File: config.mk
export PLATFORM = sky130hd
export DESIGN_NAME = encoder_step_parameter_editor_flat
export DESIGN_NICKNAME = d
export VERILOG_FILES = /design/src/rtl/core/espe_pkg.sv /design/src/rtl/core/espe_ifs.sv /design/src/rtl/core/espe_ctrl.sv /design/src/rtl/core/espe_dp.sv /design/src/rtl/core/encoder_step_parameter_editor.sv /design/src/flat_wrapper.sv
export SDC_FILE = /design/constraint.sdc
export NUM_CORES = 2
export LEC_CHECK = 0
export BUFFER_PORTS_ARGS = -buffer_cell sky130_fd_sc_hd__buf_2
export CELL_PAD_IN_SITES_DETAIL_PLACEMENT = 0
export CELL_PAD_IN_SITES_GLOBAL_PLACEMENT = 1
export CORE_MARGIN = 3
export CORE_UTILIZATION = 54
export CTS_BUF_LIST = sky130_fd_sc_hd__clkbuf_4 sky130_fd_sc_hd__clkbuf_8
export CTS_CLUSTER_DIAMETER = 100
export CTS_CLUSTER_SIZE = 10
export DETAILED_ROUTE_END_ITERATION = 16
export HOLD_SLACK_MARGIN = 0.15
export PLACE_DENSITY_LB_ADDON = 0.1
export SLEW_MARGIN = 25
export SYNTH_ARGS = -nofsm -noshare
export SYNTH_HDL_FRONTEND = slang
export SYNTH_SLANG_ARGS = --single-unit
File: constraint.sdc
create_clock -name i_clk -period 8.82 [get_ports i_clk]
set_input_delay 0.441 -clock i_clk [delete_from_list [all_inputs] [get_ports i_clk]]
set_output_delay 0.441 -clock i_clk [all_outputs]
set_load 0.03 [all_outputs]
File: src/rtl/core/espe_pkg.sv
// Shared types, constants and helpers for the encoder step parameter editor.
package espe_pkg;

    // Default structure sizes
    localparam int unsigned NUM_SEQ_DEF     = 4;
    localparam int unsigned NUM_STEPS_DEF   = 16;
    localparam int unsigned PITCH_LIMIT_DEF = 4096;

    // Fixed field widths
    localparam int unsigned CNT_W  = 16;  // detent counters
    localparam int unsigned STEP_W = 12;  // per-detent pitch increments
    localparam int unsigned DCNT_W = 5;   // division count register
    localparam int unsigned DIV_W  = 4;   // stored division index
    localparam int unsigned VAL_W  = 12;  // reported value
    localparam int unsigned ESTEP_W = 4;  // reported step index
    localparam int unsigned BTN_W  = 5;
    localparam int unsigned PROD_W = CNT_W + STEP_W + 1;
    localparam int unsigned SUM_W  = PROD_W + 1;
    localparam int unsigned DSUM_W = CNT_W + 1;

    // Configuration registers
    localparam int unsigned PADDR_W = 4;
    localparam logic [1:0] REG_PITCH_STEP     = 2'd0;
    localparam logic [1:0] REG_TRANSPOSE_STEP = 2'd1;
    localparam logic [1:0] REG_DIVISION_COUNT = 2'd2;

    localparam logic [STEP_W-1:0] PITCH_STEP_RST     = 12'd33;
    localparam logic [STEP_W-1:0] TRANSPOSE_STEP_RST = 12'd396;
    localparam logic [DCNT_W-1:0] DIVISION_COUNT_RST = 5'd10;

    // Special buttons
    localparam logic [BTN_W-1:0] DIV_BUTTON       = 5'd16;
    localparam logic [BTN_W-1:0] TRANSPOSE_BUTTON = 5'd18;
    localparam logic [DCNT_W-1:0] MAX_DIVS        = 5'd16;

    typedef enum logic [1:0] {
        KIND_PIN     = 2'd0,
        KIND_PRESS   = 2'd1,
        KIND_RELEASE = 2'd2
    } t_kind;

    typedef enum logic [1:0] {
        EK_NONE = 2'd0,
        EK_STEP = 2'd1,
        EK_DIV  = 2'd2,
        EK_TR   = 2'd3
    } t_edit_kind;

    typedef enum logic [2:0] {
        ST_IDLE,
        ST_EVAL,
        ST_MUL,
        ST_STEP,
        ST_DIV,
        ST_TR_CHK,
        ST_TR_WR,
        ST_DONE
    } t_state;

    // Controller to datapath
    typedef struct packed {
        logic accept;
        logic eval;
        logic mul;
        logic step_apply;
        logic div_apply;
        logic tr_chk;
        logic tr_wr;
        logic tr_scan;
        logic out_load;
    } t_cmd;

    // Datapath to controller
    typedef struct packed {
        logic       work;
        logic       pending;
        t_edit_kind cls;
        logic       idx_last;
        logic       chk_ok;
        logic       out_free;
    } t_stat;

    // Sequence select reduced below the sequence count; value is tiny
    function automatic logic [1:0] seq_mod(input logic [1:0] v, input int unsigned n);
        logic [2:0] r;
        r = {1'b0, v};
        for (int k = 0; k < 3; k++) begin
            if (32'(r) >= n) begin
                r = 3'(32'(r) - n);
            end
        end
        return r[1:0];
    endfunction

endpackage

File: src/rtl/core/espe_ifs.sv
// Item channel interfaces: pin/key input items and edit result items.
interface espe_in_if;
    logic       valid;
    logic       ready;
    logic [1:0] kind;
    logic       pin_a;
    logic       pin_b;
    logic [4:0] button;
    logic [1:0] active_seq;

    modport source (output valid, kind, pin_a, pin_b, button, active_seq, input ready);
    modport sink   (input valid, kind, pin_a, pin_b, button, active_seq, output ready);
endinterface

interface espe_out_if;
    logic        valid;
    logic        ready;
    logic        moved_event;
    logic [1:0]  edit_kind;
    logic        edit_applied;
    logic [11:0] new_value;
    logic [3:0]  edited_step;

    modport source (output valid, moved_event, edit_kind, edit_applied, new_value,
                    edited_step, input ready);
    modport sink   (input valid, moved_event, edit_kind, edit_applied, new_value,
                    edited_step, output ready);
endinterface

File: src/rtl/core/espe_ctrl.sv
// Sequencing state machine of the editor.
module espe_ctrl (
    input  logic            i_clk,
    input  logic            i_rst_n,
    input  logic            i_in_valid,
    input  espe_pkg::t_stat i_stat,
    output espe_pkg::t_cmd  o_cmd,
    output logic            o_in_ready
);

    espe_pkg::t_state r_state, n_state;

    always_ff @(posedge i_clk) begin
        if (!i_rst_n) begin
            r_state <= espe_pkg::ST_IDLE;
        end else begin
            r_state <= n_state;
        end
    end

    always_comb begin
        n_state = r_state;
        case (r_state)
            espe_pkg::ST_IDLE: begin
                if (i_in_valid) begin
                    n_state = i_stat.work ? espe_pkg::ST_EVAL : espe_pkg::ST_DONE;
                end
            end
            espe_pkg::ST_EVAL: begin
                if (!i_stat.pending) begin
                    n_state = espe_pkg::ST_DONE;
                end else begin
                    case (i_stat.cls)
                        espe_pkg::EK_STEP: n_state = espe_pkg::ST_MUL;
                        espe_pkg::EK_TR:   n_state = espe_pkg::ST_MUL;
                        espe_pkg::EK_DIV:  n_state = espe_pkg::ST_DIV;
                        default:           n_state = espe_pkg::ST_DONE;
                    endcase
                end
            end
            espe_pkg::ST_MUL: begin
                n_state = (i_stat.cls == espe_pkg::EK_STEP) ? espe_pkg::ST_STEP
                                                            : espe_pkg::ST_TR_CHK;
            end
            espe_pkg::ST_STEP: n_state = espe_pkg::ST_DONE;
            espe_pkg::ST_DIV:  n_state = espe_pkg::ST_DONE;
            espe_pkg::ST_TR_CHK: begin
                if (i_stat.idx_last) begin
                    n_state = i_stat.chk_ok ? espe_pkg::ST_TR_WR : espe_pkg::ST_DONE;
                end
            end
            espe_pkg::ST_TR_WR: begin
                if (i_stat.idx_last) begin
                    n_state = espe_pkg::ST_DONE;
                end
            end
            espe_pkg::ST_DONE: begin
                if (i_stat.out_free) begin
                    n_state = espe_pkg::ST_IDLE;
                end
            end
            default: n_state = espe_pkg::ST_IDLE;
        endcase
    end

    always_comb begin
        o_cmd      = '0;
        o_in_ready = 1'b0;
        case (r_state)
            espe_pkg::ST_IDLE: begin
                o_in_ready   = 1'b1;
                o_cmd.accept = i_in_valid;
            end
            espe_pkg::ST_EVAL:   o_cmd.eval = 1'b1;
            espe_pkg::ST_MUL:    o_cmd.mul = 1'b1;
            espe_pkg::ST_STEP:   o_cmd.step_apply = 1'b1;
            espe_pkg::ST_DIV:    o_cmd.div_apply = 1'b1;
            espe_pkg::ST_TR_CHK: begin
                o_cmd.tr_chk  = 1'b1;
                o_cmd.tr_scan = 1'b1;
            end
            espe_pkg::ST_TR_WR: begin
                o_cmd.tr_wr   = 1'b1;
                o_cmd.tr_scan = 1'b1;
            end
            espe_pkg::ST_DONE:   o_cmd.out_load = i_stat.out_free;
            default: ;
        endcase
    end

endmodule

File: src/rtl/core/espe_dp.sv
// Datapath: encoder decode, edit arithmetic, pitch memory and result register.
module espe_dp #(
    parameter int unsigned NUM_SEQ     = espe_pkg::NUM_SEQ_DEF,
    parameter int unsigned NUM_STEPS   = espe_pkg::NUM_STEPS_DEF,
    parameter int unsigned PITCH_LIMIT = espe_pkg::PITCH_LIMIT_DEF
) (
    input  logic                              i_clk,
    input  logic                              i_rst_n,
    input  espe_pkg::t_cmd                    i_cmd,
    output espe_pkg::t_stat                   o_stat,
    // item fields
    input  logic [1:0]                        i_kind,
    input  logic                              i_pin_a,
    input  logic                              i_pin_b,
    input  logic [espe_pkg::BTN_W-1:0]        i_button,
    input  logic [1:0]                        i_active_seq,
    // configuration
    input  logic [espe_pkg::STEP_W-1:0]       i_pitch_step,
    input  logic [espe_pkg::STEP_W-1:0]       i_transpose_step,
    input  logic [espe_pkg::DCNT_W-1:0]       i_division_count,
    // result
    input  logic                              i_out_ready,
    output logic                              o_out_valid,
    output logic                              o_moved_event,
    output logic [1:0]                        o_edit_kind,
    output logic                              o_edit_applied,
    output logic [espe_pkg::VAL_W-1:0]        o_new_value,
    output logic [espe_pkg::ESTEP_W-1:0]      o_edited_step
);

    localparam int unsigned DEPTH  = NUM_SEQ * NUM_STEPS;
    localparam int unsigned ADDR_W = (DEPTH > 1) ? $clog2(DEPTH) : 1;
    localparam int unsigned SEQ_W  = (NUM_SEQ > 1) ? $clog2(NUM_SEQ) : 1;
    localparam int unsigned IDX_W  = (NUM_STEPS > 1) ? $clog2(NUM_STEPS) : 1;
    localparam int unsigned PW     = $clog2(PITCH_LIMIT);
    localparam int unsigned CW     = espe_pkg::CNT_W;

    // Encoder and edit state
    logic [CW-1:0]                    r_detent, r_applied;
    logic                             r_last_a, r_half, r_armed, r_tgt_valid, r_moved_sent;
    logic [espe_pkg::BTN_W-1:0]       r_target;
    logic [SEQ_W-1:0]                 r_seq;
    logic [espe_pkg::DIV_W-1:0]       r_div [NUM_SEQ];

    // Work registers
    logic signed [CW-1:0]             r_diff;
    logic signed [espe_pkg::PROD_W-1:0] r_prod;
    logic [IDX_W-1:0]                 r_idx;
    logic                             r_tr_ok;

    // Pending result fields
    logic                             r_res_moved, r_res_applied;
    espe_pkg::t_edit_kind             r_res_kind;
    logic [espe_pkg::VAL_W-1:0]       r_res_value;
    logic [espe_pkg::ESTEP_W-1:0]     r_res_step;

    // Result register
    logic                             r_out_valid;
    logic                             r_out_moved, r_out_applied;
    logic [1:0]                       r_out_kind;
    logic [espe_pkg::VAL_W-1:0]       r_out_value;
    logic [espe_pkg::ESTEP_W-1:0]     r_out_step;

    // Pitch memory with per-entry valid bits (invalid entries read as zero)
    logic [PW-1:0]                    r_mem [DEPTH];
    logic [DEPTH-1:0]                 r_mem_vld;
    logic [PW-1:0]                    r_rd_raw;
    logic                             r_rd_vld;

    espe_pkg::t_edit_kind             cls;
    logic                             pending, idx_last, in_range, d_ok, mem_we;
    logic [IDX_W-1:0]                 idx_nxt;
    logic [ADDR_W-1:0]                base, rd_off, wr_off, rd_addr, wr_addr;
    logic [PW-1:0]                    rd_data;
    logic signed [espe_pkg::SUM_W-1:0]  p_sum;
    logic signed [espe_pkg::PROD_W-1:0] m_a, m_b;
    logic [espe_pkg::STEP_W-1:0]      step_sel;
    logic signed [espe_pkg::DSUM_W-1:0] d_sum;
    logic [espe_pkg::DCNT_W-1:0]      div_lim;

    always_comb begin
        cls = espe_pkg::EK_NONE;
        if (r_tgt_valid) begin
            if (32'(r_target) < NUM_STEPS) begin
                cls = espe_pkg::EK_STEP;
            end else if (r_target == espe_pkg::DIV_BUTTON) begin
                cls = espe_pkg::EK_DIV;
            end else if (r_target == espe_pkg::TRANSPOSE_BUTTON) begin
                cls = espe_pkg::EK_TR;
            end
        end
    end

    assign pending  = (cls != espe_pkg::EK_NONE) && (r_detent != r_applied);
    assign idx_last = (r_idx == IDX_W'(NUM_STEPS - 1));
    assign idx_nxt  = idx_last ? '0 : r_idx + 1'b1;

    assign base    = ADDR_W'(ADDR_W'(r_seq) * ADDR_W'(NUM_STEPS));
    assign rd_off  = i_cmd.tr_scan ? ADDR_W'(idx_nxt)
                   : ((cls == espe_pkg::EK_STEP) ? ADDR_W'(r_target) : '0);
    assign wr_off  = i_cmd.tr_wr ? ADDR_W'(r_idx) : ADDR_W'(r_target);
    assign rd_addr = base + rd_off;
    assign wr_addr = base + wr_off;
    assign rd_data = r_rd_vld ? r_rd_raw : '0;

    // New pitch = stored pitch + detents * increment
    assign p_sum    = espe_pkg::SUM_W'($signed({1'b0, rd_data}))
                    + espe_pkg::SUM_W'(r_prod);
    assign in_range = !p_sum[espe_pkg::SUM_W-1]
                    && (p_sum < $signed(espe_pkg::SUM_W'(PITCH_LIMIT)));
    assign mem_we   = (i_cmd.step_apply && in_range) || i_cmd.tr_wr;

    assign step_sel = (cls == espe_pkg::EK_TR) ? i_transpose_step : i_pitch_step;
    assign m_a      = espe_pkg::PROD_W'(r_diff);
    assign m_b      = $signed(espe_pkg::PROD_W'(step_sel));

    assign div_lim = (i_division_count > espe_pkg::MAX_DIVS) ? espe_pkg::MAX_DIVS
                                                             : i_division_count;
    assign d_sum   = $signed(espe_pkg::DSUM_W'(r_div[r_seq])) + espe_pkg::DSUM_W'(r_diff);
    assign d_ok    = !d_sum[espe_pkg::DSUM_W-1]
                   && (d_sum < $signed(espe_pkg::DSUM_W'(div_lim)));

    assign o_stat.work     = (i_kind == espe_pkg::KIND_PIN) && r_armed;
    assign o_stat.pending  = pending;
    assign o_stat.cls      = cls;
    assign o_stat.idx_last = idx_last;
    assign o_stat.chk_ok   = r_tr_ok && in_range;
    assign o_stat.out_free = !r_out_valid || i_out_ready;

    // Control state
    always_ff @(posedge i_clk) begin
        if (!i_rst_n) begin
            r_detent     <= '0;
            r_applied    <= '0;
            r_last_a     <= 1'b1;
            r_half       <= 1'b0;
            r_armed      <= 1'b0;
            r_tgt_valid  <= 1'b0;
            r_target     <= '0;
            r_moved_sent <= 1'b0;
            for (int s = 0; s < NUM_SEQ; s++) begin
                r_div[s] <= '0;
            end
        end else begin
            if (i_cmd.accept) begin
                case (i_kind)
                    espe_pkg::KIND_PRESS: begin
                        r_armed     <= 1'b1;
                        r_tgt_valid <= 1'b1;
                        r_target    <= i_button;
                    end
                    espe_pkg::KIND_RELEASE: begin
                        r_armed      <= 1'b0;
                        r_tgt_valid  <= 1'b0;
                        r_target     <= '0;
                        r_moved_sent <= 1'b0;
                    end
                    espe_pkg::KIND_PIN: begin
                        if (r_armed) begin
                            // two A edges per detent; B sets the direction
                            if (i_pin_a != r_last_a) begin
                                if (r_half) begin
                                    r_detent <= (i_pin_b != i_pin_a) ? r_detent - 1'b1
                                                                     : r_detent + 1'b1;
                                    r_half   <= 1'b0;
                                end else begin
                                    r_half <= 1'b1;
                                end
                            end
                            r_last_a <= i_pin_a;
                        end
                    end
                    default: ;
                endcase
            end
            if (i_cmd.eval && pending) begin
                r_applied <= r_detent;
                if (!r_moved_sent) begin
                    r_moved_sent <= 1'b1;
                end
            end
            if (i_cmd.div_apply && d_ok) begin
                r_div[r_seq] <= d_sum[espe_pkg::DIV_W-1:0];
            end
        end
    end

    // Work and result fields
    always_ff @(posedge i_clk) begin
        if (i_cmd.accept) begin
            r_seq         <= SEQ_W'(espe_pkg::seq_mod(i_active_seq, NUM_SEQ));
            r_res_moved   <= 1'b0;
            r_res_applied <= 1'b0;
            r_res_kind    <= espe_pkg::EK_NONE;
            r_res_value   <= '0;
            r_res_step    <= '0;
        end
        if (i_cmd.eval && pending) begin
            r_diff      <= $signed(r_detent - r_applied);
            r_res_moved <= !r_moved_sent;
            r_res_kind  <= cls;
            if (cls == espe_pkg::EK_STEP) begin
                r_res_step <= espe_pkg::ESTEP_W'(r_target);
            end
        end
        if (i_cmd.mul) begin
            r_prod  <= m_a * m_b;
            r_idx   <= '0;
            r_tr_ok <= 1'b1;
        end
        if (i_cmd.step_apply && in_range) begin
            r_res_applied <= 1'b1;
            r_res_value   <= espe_pkg::VAL_W'(p_sum);
        end
        if (i_cmd.div_apply && d_ok) begin
            r_res_applied <= 1'b1;
            r_res_value   <= espe_pkg::VAL_W'(d_sum[espe_pkg::DIV_W-1:0]);
        end
        if (i_cmd.tr_chk) begin
            r_idx <= idx_nxt;
            if (!in_range) begin
                r_tr_ok <= 1'b0;
            end
            if (idx_last) begin
                r_res_applied <= r_tr_ok && in_range;
            end
        end
        if (i_cmd.tr_wr) begin
            r_idx <= idx_nxt;
        end
    end

    // Pitch memory
    always_ff @(posedge i_clk) begin
        if (mem_we) begin
            r_mem[wr_addr] <= PW'(p_sum);
        end
        r_rd_raw <= r_mem[rd_addr];
        r_rd_vld <= r_mem_vld[rd_addr];
    end

    always_ff @(posedge i_clk) begin
        if (!i_rst_n) begin
            r_mem_vld <= '0;
        end else if (mem_we) begin
            r_mem_vld[wr_addr] <= 1'b1;
        end
    end

    // Result register
    always_ff @(posedge i_clk) begin
        if (!i_rst_n) begin
            r_out_valid <= 1'b0;
        end else if (i_cmd.out_load) begin
            r_out_valid <= 1'b1;
        end else if (i_out_ready) begin
            r_out_valid <= 1'b0;
        end
    end

    always_ff @(posedge i_clk) begin
        if (i_cmd.out_load) begin
            r_out_moved   <= r_res_moved;
            r_out_kind    <= r_res_kind;
            r_out_applied <= r_res_applied;
            r_out_value   <= r_res_value;
            r_out_step    <= r_res_step;
        end
    end

    assign o_out_valid    = r_out_valid;
    assign o_moved_event  = r_out_moved;
    assign o_edit_kind    = r_out_kind;
    assign o_edit_applied = r_out_applied;
    assign o_new_value    = r_out_value;
    assign o_edited_step  = r_out_step;

`ifndef SYNTH
    a_tr_write_checked: assert property (@(posedge i_clk) disable iff (!i_rst_n)
        i_cmd.tr_wr |-> r_tr_ok)
        else $error("transpose write without a passing range check");
    a_applied_catches_up: assert property (@(posedge i_clk) disable iff (!i_rst_n)
        (i_cmd.eval && pending) |=> (r_applied == r_detent))
        else $error("applied count not updated on edit");
    a_moved_once: assert property (@(posedge i_clk) disable iff (!i_rst_n)
        $rose(r_moved_sent) |-> $past(i_cmd.eval))
        else $error("moved flag set outside edit evaluation");
    a_tr_value_zero: assert property (@(posedge i_clk) disable iff (!i_rst_n)
        (r_res_kind == espe_pkg::EK_TR) |-> (r_res_value == '0))
        else $error("transpose result carries a value");
`endif

endmodule

File: src/rtl/core/encoder_step_parameter_editor.sv
// Top level: APB configuration registers, controller and datapath of the editor.
//
//  port      dir   flow                  payload
//  i_in      sink  valid/ready item in   kind, pin_a, pin_b, button, active_seq
//  o_out     src   valid/ready item out  moved_event, edit_kind, edit_applied,
//                                        new_value, edited_step
//  psel/...  APB   register writes/reads pitch_step, transpose_step, division_count
//
//  One item at a time; every item yields one result item.
//  Key items and unarmed pin samples go straight to DONE; armed pin samples pass EVAL first.
//  Step pitch edits pass EVAL, MUL and STEP; division edits pass EVAL and DIV.
//  Transpose passes EVAL and MUL, then scans the pitch memory through its single read port
//  (one range-check pass, then one rewrite pass if every entry is in range).
//  Reset is synchronous; pitch memory valid bits clear at once, no clearing pass.
//  A held result stays in the output register while the next item is accepted.
module encoder_step_parameter_editor #(
    parameter int unsigned NUM_SEQ     = espe_pkg::NUM_SEQ_DEF,
    parameter int unsigned NUM_STEPS   = espe_pkg::NUM_STEPS_DEF,
    parameter int unsigned PITCH_LIMIT = espe_pkg::PITCH_LIMIT_DEF
) (
    input  logic                         i_clk,
    input  logic                         i_rst_n,
    espe_in_if.sink                      i_in,
    espe_out_if.source                   o_out,
    input  logic                         psel,
    input  logic                         penable,
    input  logic                         pwrite,
    input  logic [espe_pkg::PADDR_W-1:0] paddr,
    input  logic [31:0]                  pwdata,
    output logic [31:0]                  prdata,
    output logic                         pready
);

    logic [espe_pkg::STEP_W-1:0] r_pitch_step, r_transpose_step;
    logic [espe_pkg::DCNT_W-1:0] r_division_count;
    logic [1:0]                  reg_idx;
    logic                        cfg_we;

    espe_pkg::t_cmd  cmd;
    espe_pkg::t_stat stat;

    assign pready  = 1'b1;
    assign reg_idx = paddr[3:2];
    assign cfg_we  = psel && penable && pwrite;

    always_ff @(posedge i_clk) begin
        if (!i_rst_n) begin
            r_pitch_step     <= espe_pkg::PITCH_STEP_RST;
            r_transpose_step <= espe_pkg::TRANSPOSE_STEP_RST;
            r_division_count <= espe_pkg::DIVISION_COUNT_RST;
        end else if (cfg_we) begin
            case (reg_idx)
                espe_pkg::REG_PITCH_STEP:     r_pitch_step <= pwdata[espe_pkg::STEP_W-1:0];
                espe_pkg::REG_TRANSPOSE_STEP: begin
                    r_transpose_step <= pwdata[espe_pkg::STEP_W-1:0];
                end
                espe_pkg::REG_DIVISION_COUNT: begin
                    r_division_count <= pwdata[espe_pkg::DCNT_W-1:0];
                end
                default: ;
            endcase
        end
    end

    always_comb begin
        case (reg_idx)
            espe_pkg::REG_PITCH_STEP:     prdata = 32'(r_pitch_step);
            espe_pkg::REG_TRANSPOSE_STEP: prdata = 32'(r_transpose_step);
            espe_pkg::REG_DIVISION_COUNT: prdata = 32'(r_division_count);
            default:                      prdata = '0;
        endcase
    end

    espe_ctrl u_ctrl (
        .i_clk      (i_clk),
        .i_rst_n    (i_rst_n),
        .i_in_valid (i_in.valid),
        .i_stat     (stat),
        .o_cmd      (cmd),
        .o_in_ready (i_in.ready)
    );

    espe_dp #(
        .NUM_SEQ     (NUM_SEQ),
        .NUM_STEPS   (NUM_STEPS),
        .PITCH_LIMIT (PITCH_LIMIT)
    ) u_dp (
        .i_clk            (i_clk),
        .i_rst_n          (i_rst_n),
        .i_cmd            (cmd),
        .o_stat           (stat),
        .i_kind           (i_in.kind),
        .i_pin_a          (i_in.pin_a),
        .i_pin_b          (i_in.pin_b),
        .i_button         (i_in.button),
        .i_active_seq     (i_in.active_seq),
        .i_pitch_step     (r_pitch_step),
        .i_transpose_step (r_transpose_step),
        .i_division_count (r_division_count),
        .i_out_ready      (o_out.ready),
        .o_out_valid      (o_out.valid),
        .o_moved_event    (o_out.moved_event),
        .o_edit_kind      (o_out.edit_kind),
        .o_edit_applied   (o_out.edit_applied),
        .o_new_value      (o_out.new_value),
        .o_edited_step    (o_out.edited_step)
    );

endmodule
File: src/flat_wrapper.sv
// flat-port wrapper written by rule: the top's interface ports become plain ports
module encoder_step_parameter_editor_flat 
#(
    parameter int unsigned NUM_SEQ     = espe_pkg::NUM_SEQ_DEF,
    parameter int unsigned NUM_STEPS   = espe_pkg::NUM_STEPS_DEF,
    parameter int unsigned PITCH_LIMIT = espe_pkg::PITCH_LIMIT_DEF
)
  (i_clk, i_rst_n, psel, penable, pwrite, paddr, pwdata, prdata, pready, i_in_valid, i_in_kind, i_in_pin_a, i_in_pin_b, i_in_button, i_in_active_seq, i_in_ready, o_out_valid, o_out_moved_event, o_out_edit_kind, o_out_edit_applied, o_out_new_value, o_out_edited_step, o_out_ready);
  espe_in_if i_in_i ();
  espe_out_if o_out_i ();
  input  logic i_clk;
  input  logic i_rst_n;
  input  logic psel;
  input  logic penable;
  input  logic pwrite;
  input  logic [espe_pkg::PADDR_W-1:0] paddr;
  input  logic [31:0] pwdata;
  output logic [31:0] prdata;
  output logic pready;
  input wire logic [$bits(i_in_i.valid)-1:0] i_in_valid;
  input wire logic [$bits(i_in_i.kind)-1:0] i_in_kind;
  input wire logic [$bits(i_in_i.pin_a)-1:0] i_in_pin_a;
  input wire logic [$bits(i_in_i.pin_b)-1:0] i_in_pin_b;
  input wire logic [$bits(i_in_i.button)-1:0] i_in_button;
  input wire logic [$bits(i_in_i.active_seq)-1:0] i_in_active_seq;
  output wire logic [$bits(i_in_i.ready)-1:0] i_in_ready;
  output wire logic [$bits(o_out_i.valid)-1:0] o_out_valid;
  output wire logic [$bits(o_out_i.moved_event)-1:0] o_out_moved_event;
  output wire logic [$bits(o_out_i.edit_kind)-1:0] o_out_edit_kind;
  output wire logic [$bits(o_out_i.edit_applied)-1:0] o_out_edit_applied;
  output wire logic [$bits(o_out_i.new_value)-1:0] o_out_new_value;
  output wire logic [$bits(o_out_i.edited_step)-1:0] o_out_edited_step;
  input wire logic [$bits(o_out_i.ready)-1:0] o_out_ready;
  assign i_in_i.valid = i_in_valid;
  assign i_in_i.kind = i_in_kind;
  assign i_in_i.pin_a = i_in_pin_a;
  assign i_in_i.pin_b = i_in_pin_b;
  assign i_in_i.button = i_in_button;
  assign i_in_i.active_seq = i_in_active_seq;
  assign i_in_ready = i_in_i.ready;
  assign o_out_valid = o_out_i.valid;
  assign o_out_moved_event = o_out_i.moved_event;
  assign o_out_edit_kind = o_out_i.edit_kind;
  assign o_out_edit_applied = o_out_i.edit_applied;
  assign o_out_new_value = o_out_i.new_value;
  assign o_out_edited_step = o_out_i.edited_step;
  assign o_out_i.ready = o_out_ready;
  encoder_step_parameter_editor #(.NUM_SEQ(NUM_SEQ), .NUM_STEPS(NUM_STEPS), .PITCH_LIMIT(PITCH_LIMIT)) u_core (.i_clk(i_clk), .i_rst_n(i_rst_n), .i_in(i_in_i), .o_out(o_out_i), .psel(psel), .penable(penable), .pwrite(pwrite), .paddr(paddr), .pwdata(pwdata), .prdata(prdata), .pready(pready));
endmodule
==> results.sh <==
export IMPL_portBuffers=65
export IMPL_ys_async_sr_fraction_pct=0
export IMPL_synth_edff_count=862
export IMPL_powerDensity_mw_per_mm2=228
export IMPL_max_freq_mhz=128
export IMPL_place_inst=5476
export IMPL_synth_main_ff_cell="edfxtp_1"
export IMPL_avgSynthCellArea_um2=11.8
export IMPL_cap_viol_max_count=0
export IMPL_place_gp_congestion=0.816
export IMPL_yosysWarnings=0
export IMPL_die_area_mm2=0.0990
export IMPL_worst_slew_pin_slew_ns=1.03
export IMPL_power_leakage_nw=19.7
export IMPL_synth_area_leader_cell="edfxtp_1"
export IMPL_grt_setup_unrepaired="false"
export IMPL_final_setup_skew_ns=0.0507
export IMPL_avgViaCountPerCell=5.77
export IMPL_die_y_um=315
export IMPL_start_util_pct=54.8
export IMPL_end_kind="register"
export IMPL_status="completed"
export IMPL_timing_final_max_slew_violations=0
export IMPL_synth_seq_cells=1029
export IMPL_setup_tns_ns=0
export IMPL_dr_pass1_iters=6
export IMPL_cp_arrival_ns=8.33
export IMPL_drtAntennaViolNets=0
export IMPL_numCtsBuffers=113
export IMPL_dp_hpwl_um=77100
export IMPL_ys_types=82
export IMPL_startpoint_type="register"
export IMPL_fin_nets=4722
export IMPL_grt_pass1_vias=31771
export IMPL_slew_headroom_pct=31.3
export IMPL_cts_tree="done"
export IMPL_path_max_fanout=16
export IMPL_ir_worst_vdd_v=0.000145
export IMPL_h_tree_depth=3
export IMPL_num_vias=32780
export IMPL_wl_per_cell_um=21.6
export IMPL_period_needed_ns=7.79
export IMPL_timing_hold_violations_final=0
export IMPL_setup_violations_final=0
export IMPL_yosysTopAreaCellShare_pct=50.3
export IMPL_clk_pin_slew_ns=0.08
export IMPL_fin_cells=5677
export IMPL_grt_use_total_pct=24.8
export IMPL_area_delta_synth_final_pct=7.01
export IMPL_die_w_um=315
export IMPL_clk_latency_ns=0.81
export IMPL_clock_path_buffers=3
export IMPL_ys_top_cells_by_area="edfxtp_1 (50%), fa_1 (7.1%), dfxtp_1 (6.5%)"
export IMPL_cts_setup_buffers=0
export IMPL_rows=112
export IMPL_grt_first_pass_wirelength_um=188000
export IMPL_antenna_found_initial=6
export IMPL_clock_sinks=1029
export IMPL_drt_initial_drc_count=2747
export IMPL_fin_crit_sh_pct=88.3
export IMPL_cp_data_required_time_ns=9.35
export IMPL_grt_max_degree=160
export IMPL_yosysSeqAreaShare_pct=56.8
export IMPL_syn_area_mm2=0.0514
export IMPL_hold_path_class="in2reg"
export IMPL_cts_root_buffer="clkbuf_8"
export IMPL_drt_total_wl_um=122000
export IMPL_layout_drive_gt1_share_pct=8.33
export IMPL_ioPinCount=109
export IMPL_drc=0
export IMPL_crit_type="reg2reg"
export IMPL_synth_cells=4377
export IMPL_core_area_mm2=0.0939
export IMPL_grt_overflow=0
-- critical path, cell delays in order, from the launching register on --
cell	delay, ns
dfxtp_1	0.40
nor3_1	0.26
and3_1	0.21
and2_1	0.66
mux2_2	0.55
nand2_1	0.14
fa_1	0.56
inv_1	0.05
fa_1	0.50
inv_1	0.05
fa_1	0.55
fa_1	0.43
fa_1	0.50
inv_1	0.04
ha_1	0.34
a21o_1	0.19
a21o_1	0.18
a22o_1	0.20
o41ai_1	0.35
a21oi_1	0.22
a211oi_1	0.28
o41a_1	0.23
nor2b_1	0.06
o21a_1	0.19
o41ai_2	0.23
xnor2_1	0.11
-- cells in the mapped netlist (all sizes together) (4+ instances only) --
cell type / number
o21a: 19
nor2b: 75
a311oi: 106
nor2: 136
nor4: 4
o22ai: 6
inv: 329
o21ai: 54
a2bb2o: 6
a211oi: 263
a21boi: 4
nor3b: 10
buf: 110
dfxtp: 167
a21o: 17
ha: 121
o31ai: 4
and2: 310
mux4: 17
o41ai: 5
nand2: 688
a22o: 65
nand2b: 20
and2b: 7
mux2: 12
a31oi: 112
and4: 4
o21bai: 12
and3: 15
o2111ai: 4
nor3: 39
edfxtp: 862
a21oi: 212
fa: 182
nand4: 9
clkbuf: 180
mux2i: 30
xor2: 19
nand3: 43
or3: 7
xnor2: 63
-- per-stage QoR --
step	util, %	hold WS (ns)	worst slack, ns	cell area (um2)	total power [mW]
2_1_floorplan	-	0.400	1.44	51500	8.34
3_3_place_gp	56.1	0.408	1.07	52700	9.55
3_5_place_dp	56.2	0.407	1.01	52700	9.61
4_1_cts	58.6	0.164	0.965	55000	12.6
5_1_grt	58.6	0.233	0.503	55000	13.1
6_report	58.6	0.249	1.03	55100	12.6
-- logic make-up after synthesis --
logic type / share of synthesized area, %
other cells: 0.0146
mux: 1.60
xor+xnor: 1.40
simple gates: 12.6
flops: 56.8
compound gates: 12.5
fa+ha+maj: 10.0
buf+inv: 5.03
-- final timing paths --
check / start / endpoint / slack (ns) / cells after the start
setup / recovery: u_core.u_dp.r_target[2] / u_core.u_dp.r_prod[28] / 1.03 / 25
hold / removal: penable / u_core.r_transpose_step[11] / 0.25 / 5
setup reg to reg: u_core.u_dp.r_target[2] / u_core.u_dp.r_prod[28] / 1.03 / 25
hold reg to reg: u_core.u_dp.r_res_kind[1] / u_core.u_dp.o_edit_kind[1] / 0.42 / 0
-- routing by layer --
metal	track usage, %	up-vias	part of all wire, %
met1	37.5	16281	47
met2	38.1	838	45
li1	-	15473	-
met3	3.17	188	5.4
met4	6.62	0	2.2
met5	0	-	0
-- layout by cell type, fill, tap and decap left out, types with 22 or more instances in the layout --
cell type / Yosys / routed
clkbuf_8: 0 / 113
buf_4: 24 / 44
a31oi_1: 112 / 112
xnor2_1: 63 / 57
fa_1: 182 / 182
a22o_1: 65 / 65
nor2_1: 136 / 135
conb_1: 2 / 22
nor3_1: 36 / 33
dfxtp_1: 167 / 167
nand3_1: 43 / 43
edfxtp_1: 862 / 862
inv_1: 326 / 324
and2_0: 40 / 40
mux2i_1: 30 / 30
nor2b_1: 74 / 73
a21oi_1: 209 / 208
nand2_1: 687 / 687
a211oi_1: 262 / 262
o21ai_0: 48 / 47
a311oi_1: 106 / 106
clkbuf_4: 0 / 48
ha_1: 121 / 120
dlygate4sd3_1: 0 / 28
and2_1: 269 / 269
buf_2: 67 / 65
-- sequential cells by signal, summed over array words and instances, names as in the netlist, 3 cells and up, named ones only --
signal and count:
u_core.r_division_count 5, u_core.r_pitch_step 12, u_core.r_transpose_step 12, u_core.u_ctrl.r_state 3, u_core.u_dp.o_edited_step 4, u_core.u_dp.o_new_value 12
u_core.u_dp.r_applied 16, u_core.u_dp.r_detent 16, u_core.u_dp.r_diff 16, u_core.u_dp.r_div 16, u_core.u_dp.r_idx 4, u_core.u_dp.r_mem 768
u_core.u_dp.r_mem_vld 64, u_core.u_dp.r_prod 29, u_core.u_dp.r_rd_raw 12, u_core.u_dp.r_res_step 4, u_core.u_dp.r_res_value 12, u_core.u_dp.r_target 5
-- report_power, final --
group	leakage [nW]	internal [mW]	switching, mW
sequential	9.14	6.14	0.0784
clock	1.08	1.39	1.66
combinational	9.47	0.871	2.42
-- repair_timing --
action / CTS / global route
hold buffers: 28 / 0
resized for setup: 0 / 0
endpoints found under the hold margin: 44 / 0
-- area by class of cell --
class                      count  area, um2
antenna                        3       7.51
timing repair buffer         143       1060
fill                        7839      38800
clock buffer                 161       1920
multi-input combinational   2747      19900
tap                         1254       1570
clock inverter                 9        101
sequential                  1029      29200
inverter                     331       1240
Note: power is estimated with default switching activity, not from simulation.
